===== src/assert_macros.svh =====
// ---------------------------------------------------------------------------
// assert_macros.svh
// Concurrent assertion helpers, compiled out when SYNTH is defined
// ---------------------------------------------------------------------------
`ifndef ASSERT_MACROS_SVH
`define ASSERT_MACROS_SVH

`ifndef SYNTH
// property checked on every clock edge outside reset
`define RMW_ASSERT(name, clk, rst_n, prop) \
  name: assert property (@(posedge clk) disable iff (!rst_n) (prop)) \
    else $error("%m: assertion failed");
// antecedent this cycle implies consequent next cycle
`define RMW_ASSERT_NEXT(name, clk, rst_n, ante, cons) \
  name: assert property (@(posedge clk) disable iff (!rst_n) (ante) |=> (cons)) \
    else $error("%m: assertion failed");
`else
`define RMW_ASSERT(name, clk, rst_n, prop)
`define RMW_ASSERT_NEXT(name, clk, rst_n, ante, cons)
`endif

`endif


===== src/rmw_pkg.sv =====
// ---------------------------------------------------------------------------
// rmw_pkg
// Shared types, constants and the sine table of the ring modulator
// ---------------------------------------------------------------------------
package rmw_pkg;

  localparam int TABLE_SIZE = 256;
  localparam int FRAC_BITS  = 16;
  localparam int IDX_W      = $clog2(TABLE_SIZE);
  localparam int PHASE_W    = IDX_W + FRAC_BITS;
  localparam int STEP_W     = 24;
  localparam int SMP_W      = 16;
  localparam int GAIN_W     = 16;
  localparam int CFG_IDX_W  = 2;
  localparam int CFG_DATA_W = 24;
  localparam int MUL_A_W    = 32;
  localparam int MUL_B_W    = SMP_W + 1;
  localparam int PROD_W     = MUL_A_W + MUL_B_W;
  localparam int RND_SHIFT  = 27;

  localparam logic [63:0] HALF_PI_Q30 = 64'd1686629713;
  localparam logic [63:0] TAYLOR_DIV [1:8] =
    '{64'd6, 64'd20, 64'd42, 64'd72, 64'd110, 64'd156, 64'd210, 64'd272};

  localparam logic signed [GAIN_W-1:0] GAIN_RESET = 16'sd4096;

  typedef enum logic [1:0] {
    MODE_SILENT = 2'd0,
    MODE_OSC    = 2'd1,
    MODE_EXT    = 2'd2
  } mode_e;

  typedef enum logic [CFG_IDX_W-1:0] {
    CFG_MODE = 2'd0,
    CFG_STEP = 2'd1,
    CFG_GAIN = 2'd2
  } cfg_idx_e;

  typedef enum logic [1:0] {
    MUL_NONE = 2'd0,
    MUL_SG   = 2'd1,
    MUL_INT  = 2'd2,
    MUL_MOD  = 2'd3
  } mul_sel_e;

  // controller to datapath
  typedef struct packed {
    logic     accept;
    mul_sel_e mul_sel;
    logic     ld_rom;
    logic     ld_p1;
    logic     ld_v;
    logic     ld_p2;
    logic     ld_out;
  } rmw_cmd_t;

  // datapath to controller
  typedef struct packed {
    logic osc;
  } rmw_sts_t;

  typedef logic signed [SMP_W-1:0] sine_rom_t [0:TABLE_SIZE-1];

  // quarter-wave sine in Q15, taylor series with truncating Q30 steps
  function automatic logic signed [SMP_W-1:0] quarter_sine(input logic [63:0] r);
    logic [63:0] x;
    logic [63:0] term;
    logic [63:0] sum;
    logic [63:0] q;
    x    = (HALF_PI_Q30 * r) / 64'(TABLE_SIZE);
    term = x;
    sum  = x;
    for (int k = 1; k <= 8; k++) begin
      term = (term * x) >> 30;
      term = (term * x) >> 30;
      term = term / TAYLOR_DIV[k];
      if (k[0]) begin
        sum = (sum >= term) ? sum - term : 64'd0;
      end else begin
        sum = sum + term;
      end
    end
    q = (sum + 64'd16384) >> 15;
    if (q > 64'd32767) begin
      q = 64'd32767;
    end
    return SMP_W'(q);
  endfunction

  // full-wave table folded from the quarter wave
  function automatic sine_rom_t build_rom();
    sine_rom_t            rom;
    int                   p;
    int                   quad;
    int                   r;
    logic signed [SMP_W-1:0] v;
    for (int i = 0; i < TABLE_SIZE; i++) begin
      p    = i * 4;
      quad = (p / TABLE_SIZE) % 4;
      r    = p % TABLE_SIZE;
      if (quad[0]) begin
        v = quarter_sine(64'(TABLE_SIZE - r));
      end else begin
        v = quarter_sine(64'(r));
      end
      rom[i] = quad[1] ? -v : v;
    end
    return rom;
  endfunction

  // entry TABLE_SIZE equals entry 0, so the upper tap wraps the index
  localparam sine_rom_t SINE_ROM = build_rom();

endpackage


===== src/rmw_ctrl.sv =====
// ---------------------------------------------------------------------------
// rmw_ctrl
// Sequencer: steps one item through the shared multiplier, owns output valid
// ---------------------------------------------------------------------------
`include "assert_macros.svh"

module rmw_ctrl (
  input  logic              clk_i,
  input  logic              rst_ni,
  input  logic              in_valid_i,
  output logic              in_stall_o,
  output logic              out_valid_o,
  input  logic              out_stall_i,
  input  rmw_pkg::rmw_sts_t sts_i,
  output rmw_pkg::rmw_cmd_t cmd_o
);

  typedef enum logic [2:0] {
    ST_IDLE,
    ST_SG,
    ST_INT,
    ST_MOD,
    ST_ROUND
  } state_e;

  state_e state_q, state_d;
  logic   out_valid_q, out_valid_d;
  logic   out_free;

  assign out_free    = !out_valid_q || !out_stall_i;
  assign in_stall_o  = (state_q != ST_IDLE);
  assign out_valid_o = out_valid_q;

  always_comb begin
    state_d        = state_q;
    out_valid_d    = out_valid_q && out_stall_i;
    cmd_o          = '0;
    cmd_o.mul_sel  = rmw_pkg::MUL_NONE;
    case (state_q)
      ST_IDLE: begin
        if (in_valid_i) begin
          cmd_o.accept = 1'b1;
          state_d      = ST_SG;
        end
      end
      ST_SG: begin
        // table read and sample*gain share this cycle
        cmd_o.mul_sel = rmw_pkg::MUL_SG;
        cmd_o.ld_rom  = 1'b1;
        cmd_o.ld_p1   = 1'b1;
        state_d       = sts_i.osc ? ST_INT : ST_MOD;
      end
      ST_INT: begin
        cmd_o.mul_sel = rmw_pkg::MUL_INT;
        cmd_o.ld_v    = 1'b1;
        state_d       = ST_MOD;
      end
      ST_MOD: begin
        cmd_o.mul_sel = rmw_pkg::MUL_MOD;
        cmd_o.ld_p2   = 1'b1;
        state_d       = ST_ROUND;
      end
      ST_ROUND: begin
        if (out_free) begin
          cmd_o.ld_out = 1'b1;
          out_valid_d  = 1'b1;
          state_d      = ST_IDLE;
        end
      end
      default: begin
        state_d = ST_IDLE;
      end
    endcase
  end

  always_ff @(posedge clk_i or negedge rst_ni) begin
    if (!rst_ni) begin
      state_q     <= ST_IDLE;
      out_valid_q <= 1'b0;
    end else begin
      state_q     <= state_d;
      out_valid_q <= out_valid_d;
    end
  end

  `RMW_ASSERT_NEXT(a_accept_busy, clk_i, rst_ni, in_valid_i && !in_stall_o, in_stall_o)
  `RMW_ASSERT(a_rise_from_round, clk_i, rst_ni,
              $rose(out_valid_q) |-> $past(state_q == ST_ROUND))
  `RMW_ASSERT(a_interp_osc_only, clk_i, rst_ni, (state_q == ST_INT) |-> sts_i.osc)
  `RMW_ASSERT_NEXT(a_round_done, clk_i, rst_ni, (state_q == ST_ROUND) && out_free,
                   out_valid_q && (state_q == ST_IDLE))

endmodule


===== src/rmw_dp.sv =====
// ---------------------------------------------------------------------------
// rmw_dp
// Datapath: config registers, phase accumulator, sine table, shared multiplier
// ---------------------------------------------------------------------------
module rmw_dp (
  input  logic                                   clk_i,
  input  logic                                   rst_ni,
  input  rmw_pkg::rmw_cmd_t                      cmd_i,
  output rmw_pkg::rmw_sts_t                      sts_o,
  input  logic                                   cfg_we_i,
  input  logic [rmw_pkg::CFG_IDX_W-1:0]          cfg_index_i,
  input  logic [rmw_pkg::CFG_DATA_W-1:0]         cfg_data_i,
  input  logic signed [rmw_pkg::SMP_W-1:0]       sample_i,
  input  logic signed [rmw_pkg::SMP_W-1:0]       mod_sample_i,
  input  logic                                   block_end_i,
  output logic signed [rmw_pkg::SMP_W-1:0]       out_sample_o,
  output logic                                   block_end_out_o
);

  localparam int SMP_W   = rmw_pkg::SMP_W;
  localparam int PROD_W  = rmw_pkg::PROD_W;
  localparam int IDX_W   = rmw_pkg::IDX_W;
  localparam int PHASE_W = rmw_pkg::PHASE_W;
  localparam int FRAC_W  = rmw_pkg::FRAC_BITS;
  localparam logic signed [PROD_W-1:0] RND_HALF = PROD_W'(1) <<< (rmw_pkg::RND_SHIFT - 1);
  localparam logic signed [PROD_W-1:0] SAT_MAX  = PROD_W'(32767);
  localparam logic signed [PROD_W-1:0] SAT_MIN  = -PROD_W'(32768);

  // configuration
  logic [1:0]                         mode_q;
  logic [rmw_pkg::STEP_W-1:0]         step_q;
  logic signed [rmw_pkg::GAIN_W-1:0]  gain_q;

  // item state
  logic [PHASE_W-1:0]                 phase_q;
  logic signed [SMP_W-1:0]            sample_q;
  logic signed [SMP_W-1:0]            mod_q;
  logic                               blk_q;
  logic signed [SMP_W-1:0]            a_q;
  logic signed [SMP_W:0]              diff_q;
  logic signed [SMP_W-1:0]            v_q;
  logic signed [rmw_pkg::MUL_A_W-1:0] p1_q;
  logic signed [PROD_W-1:0]           p2_q;
  logic signed [SMP_W-1:0]            out_q;
  logic                               blk_out_q;

  logic [IDX_W-1:0]                   idx;
  logic [IDX_W-1:0]                   idx_nx;
  logic [FRAC_W-1:0]                  frac;
  logic signed [SMP_W-1:0]            rom_a;
  logic signed [SMP_W-1:0]            rom_b;
  logic signed [SMP_W:0]              diff_d;
  logic signed [SMP_W-1:0]            m_sel;
  logic signed [rmw_pkg::MUL_A_W-1:0] mul_a;
  logic signed [rmw_pkg::MUL_B_W-1:0] mul_b;
  logic signed [PROD_W-1:0]           prod;
  logic signed [PROD_W-1:0]           interp;
  logic signed [SMP_W-1:0]            v_d;
  logic signed [PROD_W-1:0]           rnd;
  logic signed [SMP_W-1:0]            sat_d;

  assign sts_o.osc = (mode_q == rmw_pkg::MODE_OSC);

  assign idx    = phase_q[PHASE_W-1:FRAC_W];
  assign idx_nx = idx + IDX_W'(1);
  assign frac   = phase_q[FRAC_W-1:0];
  assign rom_a  = rmw_pkg::SINE_ROM[idx];
  assign rom_b  = rmw_pkg::SINE_ROM[idx_nx];
  assign diff_d = {rom_b[SMP_W-1], rom_b} - {rom_a[SMP_W-1], rom_a};

  always_comb begin
    case (mode_q)
      rmw_pkg::MODE_OSC: m_sel = v_q;
      rmw_pkg::MODE_EXT: m_sel = mod_q;
      default:           m_sel = '0;
    endcase
  end

  // single shared multiplier
  always_comb begin
    case (cmd_i.mul_sel)
      rmw_pkg::MUL_SG: begin
        mul_a = rmw_pkg::MUL_A_W'(sample_q);
        mul_b = rmw_pkg::MUL_B_W'(gain_q);
      end
      rmw_pkg::MUL_INT: begin
        mul_a = rmw_pkg::MUL_A_W'(diff_q);
        mul_b = signed'({1'b0, frac});
      end
      rmw_pkg::MUL_MOD: begin
        mul_a = p1_q;
        mul_b = rmw_pkg::MUL_B_W'(m_sel);
      end
      default: begin
        mul_a = '0;
        mul_b = '0;
      end
    endcase
  end

  assign prod   = mul_a * mul_b;
  assign interp = prod >>> FRAC_W;
  assign v_d    = a_q + interp[SMP_W-1:0];

  // round half up to Q15, then saturate
  always_comb begin
    rnd = (p2_q + RND_HALF) >>> rmw_pkg::RND_SHIFT;
    if (rnd > SAT_MAX) begin
      sat_d = 16'sh7fff;
    end else if (rnd < SAT_MIN) begin
      sat_d = -16'sh8000;
    end else begin
      sat_d = rnd[SMP_W-1:0];
    end
  end

  always_ff @(posedge clk_i or negedge rst_ni) begin
    if (!rst_ni) begin
      mode_q  <= rmw_pkg::MODE_SILENT;
      step_q  <= '0;
      gain_q  <= rmw_pkg::GAIN_RESET;
      phase_q <= '0;
    end else begin
      if (cfg_we_i) begin
        case (cfg_index_i)
          rmw_pkg::CFG_MODE: mode_q <= cfg_data_i[1:0];
          rmw_pkg::CFG_STEP: step_q <= cfg_data_i[rmw_pkg::STEP_W-1:0];
          rmw_pkg::CFG_GAIN: gain_q <= cfg_data_i[rmw_pkg::GAIN_W-1:0];
          default: ;
        endcase
      end
      // phase advances before lookup, only in oscillator mode
      if (cmd_i.accept && sts_o.osc) begin
        phase_q <= phase_q + step_q[PHASE_W-1:0];
      end
    end
  end

  always_ff @(posedge clk_i) begin
    if (cmd_i.accept) begin
      sample_q <= sample_i;
      mod_q    <= mod_sample_i;
      blk_q    <= block_end_i;
    end
    if (cmd_i.ld_rom) begin
      a_q    <= rom_a;
      diff_q <= diff_d;
    end
    if (cmd_i.ld_p1) begin
      p1_q <= prod[rmw_pkg::MUL_A_W-1:0];
    end
    if (cmd_i.ld_v) begin
      v_q <= v_d;
    end
    if (cmd_i.ld_p2) begin
      p2_q <= prod;
    end
    if (cmd_i.ld_out) begin
      out_q     <= sat_d;
      blk_out_q <= blk_q;
    end
  end

  assign out_sample_o    = out_q;
  assign block_end_out_o = blk_out_q;

endmodule


===== src/ring_modulator_wavetable.sv =====
// ---------------------------------------------------------------------------
// ring_modulator_wavetable
// Ring modulator with interpolated wavetable sine oscillator or external
// modulator, gain in Q4.12, saturated Q1.15 output
// ---------------------------------------------------------------------------
//
//   channel | handshake                 | payload
//   --------+---------------------------+---------------------------------
//   in      | in_valid_i / in_stall_o   | sample_i, mod_sample_i, block_end_i
//   out     | out_valid_o / out_stall_i | out_sample_o, block_end_out_o
//   cfg     | cfg_valid_i / cfg_ready_o | cfg_index_i, cfg_data_i
//
// items are taken one at a time, the next only after rounding; the steps are: accept,
// sample*gain with table read, interpolation (oscillator only), modulator product, rounding
// the products share one 32x17 multiplier; the result is in the output register
// once the rounding step completes
// a stalled result holds the output register, the next item waits in its rounding step
// reset clears the phase, selects silent mode, zero step and unity gain; cfg_ready_o is high

module ring_modulator_wavetable (
  input  logic                                   clk_i,
  input  logic                                   rst_ni,
  input  logic                                   in_valid_i,
  output logic                                   in_stall_o,
  input  logic signed [rmw_pkg::SMP_W-1:0]       sample_i,
  input  logic signed [rmw_pkg::SMP_W-1:0]       mod_sample_i,
  input  logic                                   block_end_i,
  output logic                                   out_valid_o,
  input  logic                                   out_stall_i,
  output logic signed [rmw_pkg::SMP_W-1:0]       out_sample_o,
  output logic                                   block_end_out_o,
  input  logic                                   cfg_valid_i,
  output logic                                   cfg_ready_o,
  input  logic [rmw_pkg::CFG_IDX_W-1:0]          cfg_index_i,
  input  logic [rmw_pkg::CFG_DATA_W-1:0]         cfg_data_i
);

  rmw_pkg::rmw_cmd_t cmd;
  rmw_pkg::rmw_sts_t sts;

  assign cfg_ready_o = 1'b1;

  rmw_ctrl u_ctrl (
    .clk_i       (clk_i),
    .rst_ni      (rst_ni),
    .in_valid_i  (in_valid_i),
    .in_stall_o  (in_stall_o),
    .out_valid_o (out_valid_o),
    .out_stall_i (out_stall_i),
    .sts_i       (sts),
    .cmd_o       (cmd)
  );

  rmw_dp u_dp (
    .clk_i           (clk_i),
    .rst_ni          (rst_ni),
    .cmd_i           (cmd),
    .sts_o           (sts),
    .cfg_we_i        (cfg_valid_i && cfg_ready_o),
    .cfg_index_i     (cfg_index_i),
    .cfg_data_i      (cfg_data_i),
    .sample_i        (sample_i),
    .mod_sample_i    (mod_sample_i),
    .block_end_i     (block_end_i),
    .out_sample_o    (out_sample_o),
    .block_end_out_o (block_end_out_o)
  );

endmodule

===== config.mk =====
export PLATFORM = sky130hd
export DESIGN_NAME = ring_modulator_wavetable
export DESIGN_NICKNAME = d
export VERILOG_FILES = /design/src/rmw_pkg.sv /design/src/rmw_ctrl.sv /design/src/rmw_dp.sv /design/src/ring_modulator_wavetable.sv
export VERILOG_INCLUDE_DIRS = /design/src /design/src/src
export SDC_FILE = /design/constraint.sdc
export NUM_CORES = 2
export LEC_CHECK = 0
export BUFFER_PORTS_ARGS = -buffer_cell sky130_fd_sc_hd__buf_2
export CAP_MARGIN = 10
export CORE_UTILIZATION = 40
export DETAILED_ROUTE_END_ITERATION = 6
export SLEW_MARGIN = 20
export SYNTH_ARGS = -nofsm -noshare
export SYNTH_HDL_FRONTEND = slang
export SYNTH_SLANG_ARGS = --single-unit

===== constraint.sdc =====
create_clock -name clk_i -period 12.9 [get_ports clk_i]
set_clock_uncertainty 0.15 [all_clocks]
set_input_delay 0.645 -clock clk_i [delete_from_list [all_inputs] [get_ports clk_i]]
set_output_delay 0.645 -clock clk_i [all_outputs]
set_load 0.01 [all_outputs]

==> report_table.html <==
<table>
<tr><th>Metric</th><th>Value</th></tr>
<tr><th colspan="2">Detailed routing</th></tr>
<tr><td>Detailed-router iteration count before antenna repair</td><td>7</td></tr>
<tr><td>Violation count after the first detailed-routing iteration</td><td>3762</td></tr>
<tr><td>Count of antenna-violating nets left after detailed routing</td><td>0</td></tr>
<tr><td>Overall via count from detail_route</td><td>33690</td></tr>
<tr><td>Drt wl/cell</td><td>24.03 um</td></tr>
<tr><td>Vias per cell</td><td>5.954</td></tr>
<tr><td>Total DRC errors in the routed layout</td><td>5</td></tr>
<tr><td>Routed Wire Length</td><td>136.0 mm</td></tr>
<tr><th colspan="2">STA</th></tr>
<tr><td>Unrepaired setup endpoints after global routing</td><td>no</td></tr>
<tr><td>Count of final hold-check violations</td><td>0</td></tr>
<tr><td>Number of slew-limit violations in the final report</td><td>0</td></tr>
<tr><td>TNS Setup</td><td>0 ns</td></tr>
<tr><td>Relative slew slack</td><td>19.83%</td></tr>
<tr><td>Setup violation total in the final timing report</td><td>0</td></tr>
<tr><td>Portion of the clock cycle consumed by the worst path in the final layout</td><td>82.23%</td></tr>
<tr><td>Tmin final</td><td>10.61 ns</td></tr>
<tr><td>Worst-Margin Slew</td><td>1.202 ns</td></tr>
<tr><td>F_max</td><td>94.27 MHz</td></tr>
<tr><th colspan="2">Clocking</th></tr>
<tr><td>Gates resized, CTS repair</td><td>0</td></tr>
<tr><td>Clock Latency Late Sink</td><td>0.58 ns</td></tr>
<tr><td>Hold Buf Count CTS</td><td>0</td></tr>
<tr><td>CTS sink cnt</td><td>224</td></tr>
<tr><td>Max clock buf depth</td><td>3</td></tr>
<tr><td>Register clock-pin slew on the reported worst setup and hold paths</td><td>0.06 ns</td></tr>
<tr><td>Number of buffers added by the clock tree synthesis step</td><td>25</td></tr>
<tr><td>H-tree Lvls</td><td>1</td></tr>
<tr><td>Clock tree from TritonCTS</td><td>yes</td></tr>
<tr><td>Cell chosen for the clock root</td><td>sky130_fd_sc_hd__clkbuf_16</td></tr>
<tr><td>Post-CTS Repair Setup Buffers</td><td>0</td></tr>
<tr><th colspan="2">Logic synthesis</th></tr>
<tr><td>Post-synthesis register bit count</td><td>224</td></tr>
<tr><td>Number of enable-type register cells in the synthesized netlist</td><td>154</td></tr>
<tr><td>Top cell type by total area after synthesis</td><td>sky130_fd_sc_hd__fa_1</td></tr>
<tr><td>Synth Instances</td><td>4489</td></tr>
<tr><td>Library cell with the highest instance count after synthesis</td><td>sky130_fd_sc_hd__nand2_1</td></tr>
<tr><td>Top cell type's share of synthesized area</td><td>27.81%</td></tr>
<tr><td>Async set-reset flop share out of synthesis</td><td>31.25%</td></tr>
<tr><td>Prevailing post-synth register cell</td><td>sky130_fd_sc_hd__edfxtp_1</td></tr>
<tr><td>Synthesized net count</td><td>5296</td></tr>
<tr><td>Ys Warns</td><td>0</td></tr>
<tr><td>Fraction of the yosys area taken by sequential cells</td><td>16.81%</td></tr>
<tr><td>Number of distinct library cell variants in the gate-level netlist after synthesis</td><td>106</td></tr>
<tr><td>Syn Std Cell Area</td><td>0.03793 mm^2</td></tr>
<tr><td>Mapped Avg Cell Area</td><td>8.450 um^2</td></tr>
<tr><td>Top cells by area, synth</td><td>sky130_fd_sc_hd__fa_1 28%, sky130_fd_sc_hd__edfxtp_1 12%, sky130_fd_sc_hd__ha_1 7.1%, sky130_fd_sc_hd__nand2_1 5.4%, sky130_fd_sc_hd__inv_1 5.3%</td></tr>
<tr><td>Commonest cells in the synthesized netlist</td><td>545 x sky130_fd_sc_hd__nand2_1, 538 x sky130_fd_sc_hd__inv_1, 527 x sky130_fd_sc_hd__fa_1</td></tr>
<tr><th colspan="2">GRT</th></tr>
<tr><td>Largest net degree at the start of global routing</td><td>82</td></tr>
<tr><td>Gr ovfl total</td><td>0</td></tr>
<tr><td>First-pass GRT wire length</td><td>208.0 mm</td></tr>
<tr><td>Via count of the first global-routing pass</td><td>33330</td></tr>
<tr><td>Initial antenna violation count</td><td>1</td></tr>
<tr><td>Aggregate global-route resource usage</td><td>28.57%</td></tr>
<tr><th colspan="2">Floorplanning</th></tr>
<tr><td>Chip Width</td><td>310.0 um</td></tr>
<tr><td>Die area</td><td>0.09607 mm^2</td></tr>
<tr><td>Area of the core</td><td>0.09361 mm^2</td></tr>
<tr><td>Num ports</td><td>84</td></tr>
<tr><td>Vertical die dimension</td><td>310.0 um</td></tr>
<tr><td>Initial core utilization</td><td>40.52%</td></tr>
<tr><td>Standard-cell row count</td><td>112</td></tr>
<tr><th colspan="2">Worst setup path</th></tr>
<tr><td>CP endpoint kind</td><td>flop</td></tr>
<tr><td>Critical path peak fanout</td><td>49</td></tr>
<tr><td>Worst setup SP type</td><td>flop</td></tr>
<tr><td>Critical setup path kind</td><td>flop to flop</td></tr>
<tr><td>WP data arrival</td><td>10.74 ns</td></tr>
<tr><td>R2R Path Start</td><td>u_ctrl.state_q[0]$_DFFE_PN0P_</td></tr>
<tr><td>Slack of the worst reg-to-reg path</td><td>2.29 ns</td></tr>
<tr><td>Largest incremental delay on the critical path</td><td>0.91 ns</td></tr>
<tr><td>Master of the slowest instance on the critical path</td><td>sky130_fd_sc_hd__dfrtp_1</td></tr>
<tr><td>Worst EP required</td><td>13.03 ns</td></tr>
<tr><td>Most common cell on crit path</td><td>sky130_fd_sc_hd__fa_1</td></tr>
<tr><td>Critical Path Source</td><td>u_ctrl.state_q[0]$_DFFE_PN0P_</td></tr>
<tr><th colspan="2">Cells and area</th></tr>
<tr><td>Layout cells sized above 1</td><td>7.656%</td></tr>
<tr><td>Fin nets</td><td>5191</td></tr>
<tr><td>Fill cells</td><td>9469</td></tr>
<tr><td>Area delta synth-&gt;final</td><td>6.115%</td></tr>
<tr><th colspan="2">Placed design</th></tr>
<tr><td>Placer's final routability congestion estimate</td><td>0.9970</td></tr>
<tr><td>Number of I/O port buffers</td><td>82</td></tr>
<tr><td>Half-perimeter wire length after placement</td><td>101.6 mm</td></tr>
<tr><th colspan="2">Min path</th></tr>
<tr><td>Type of the most critical hold path</td><td>input pin to asynchronous set/reset pin</td></tr>
<tr><th colspan="2">Run</th></tr>
<tr><td>Max-capacitance violation count</td><td>0</td></tr>
<tr><th colspan="2">Status</th></tr>
<tr><td>Failing checks</td><td>design-rule violations</td></tr>
<tr><td>Run status</td><td>finished with violations</td></tr>
</table>
kinds of logic (layout without fill, tap and decap cells):
group                    count (synthesis)  count (layout)  synth area share, %
adder cells (fa/ha/maj)                743             743                34.94
other                                    1               4             0.009886
buffers and inverters                  838             751                8.619
AND/OR/NAND/NOR                       1385            1385                15.47
flip-flops                             224             224                16.81
multiplexers                            78              78                2.490
XOR/XNOR                               123             123                2.909
AO/OA/AOI/OAI                         1097            1097                18.75
routing by layer:
metal  vias up  share of wire, %  global-route usage, %
met1     16620                41                  38.75
met3       344               9.6                  5.735
met5         -            0.0081                      0
met2      1839                45                  44.87
li1      14890                 -                      -
met4         2               4.3                  10.92
state kept, by name (all words and copies together), names as in the netlist:
signal	count
u_ctrl.out_valid_o	1
u_dp.phase_q	24
u_dp.p1_q	32
u_ctrl.state_q	3
u_dp.sample_q	16
u_dp.diff_q	17
u_dp.out_sample_o	16
u_dp.mode_q	2
u_dp.block_end_out_o	1
u_dp.blk_q	1
u_dp.a_q	16
u_dp.v_q	16
u_dp.mod_q	16
u_dp.gain_q	16
u_dp.p2_q	23
u_dp.step_q	24
cell type report:
type / instances / area [um^2] / share of cell area (%)
Clock inverter: 18 / 209.0 / 0.5191
Multi-Input combinational cell: 3427 / 28390 / 70.52
Clock buffer: 27 / 633.1 / 1.573
Inverter: 543 / 2038 / 5.063
Timing Repair Buffer: 163 / 1021 / 2.536
Antenna cell: 3 / 7.507 / 0.01865
Tap cell: 1254 / 1569 / 3.898
Sequential cell: 224 / 6389 / 15.87
through the flow:
step	hold WS (ns)	utilization (%)	cells	setup slack, ns	instance area (um^2)
after global placement	0.2587	42.08	5611	2.563	39390
after CTS	0.06116	42.98	5656	2.334	40240
after global routing	0.07042	42.99	5656	1.521	40250
after floorplan	0.1994	-	4489	2.526	37930
after detailed placement	0.2640	42.08	5611	2.424	39400
final	0.03546	43.00	5659	2.292	40250
critical path: cells and delay by family (launching register included):
| kind | cells | cell delay (ns) |
|---|---|---|
| adders and majority gates | 8 | 3.79 |
| AOI/OAI and AO/OA | 8 | 2.38 |
| and+or+nand+nor | 8 | 1.60 |
| buffers and inverters | 5 | 1.11 |
| DFF | 1 | 0.91 |
| xor gates and xnor gates | 1 | 0.30 |
path summary, 6_finish.rpt:
check | end | cells past startpoint
max | u_dp.v_q[14]$_DFFE_PP_ | 30
min | u_dp.step_q[19]$_DFFE_PN0P_ | 1
max reg2reg | u_dp.v_q[14]$_DFFE_PP_ | 30
min reg2reg | u_dp.block_end_out_o$_DFFE_PP_ | 0
max in group asynchronous | u_dp.phase_q[19]$_DFFE_PN0P_ | 1
min in group clk_i | u_dp.sample_q[8]$_DFFE_PP_ | 1
layout by cell type, fill, tap and decap left out, types with 16 or more instances in the layout:
master,instances
sky130_fd_sc_hd__a211oi_1,48
sky130_fd_sc_hd__a21o_1,96
sky130_fd_sc_hd__a21oi_1,299
sky130_fd_sc_hd__a22oi_1,39
sky130_fd_sc_hd__a311oi_1,20
sky130_fd_sc_hd__a31oi_1,49
sky130_fd_sc_hd__and3_1,17
sky130_fd_sc_hd__buf_2,81
sky130_fd_sc_hd__buf_4,82
sky130_fd_sc_hd__clkbuf_16,25
sky130_fd_sc_hd__dfrtp_1,64
sky130_fd_sc_hd__edfxtp_1,154
sky130_fd_sc_hd__fa_1,527
sky130_fd_sc_hd__ha_1,214
sky130_fd_sc_hd__inv_1,538
sky130_fd_sc_hd__mux2_2,61
sky130_fd_sc_hd__nand2_1,545
sky130_fd_sc_hd__nand2b_1,32
sky130_fd_sc_hd__nand3_1,83
sky130_fd_sc_hd__nand4_1,23
sky130_fd_sc_hd__nor2_1,520
sky130_fd_sc_hd__nor2b_1,20
sky130_fd_sc_hd__nor3_1,71
sky130_fd_sc_hd__o211ai_1,56
sky130_fd_sc_hd__o21a_1,29
sky130_fd_sc_hd__o21ai_0,239
sky130_fd_sc_hd__o311ai_0,21
sky130_fd_sc_hd__o31ai_1,16
sky130_fd_sc_hd__or3_1,16
sky130_fd_sc_hd__xnor2_1,72
sky130_fd_sc_hd__xor2_1,44
Power is not shown: default switching activity piles up to over one toggle a cycle in this logic, so the estimate is an artifact.
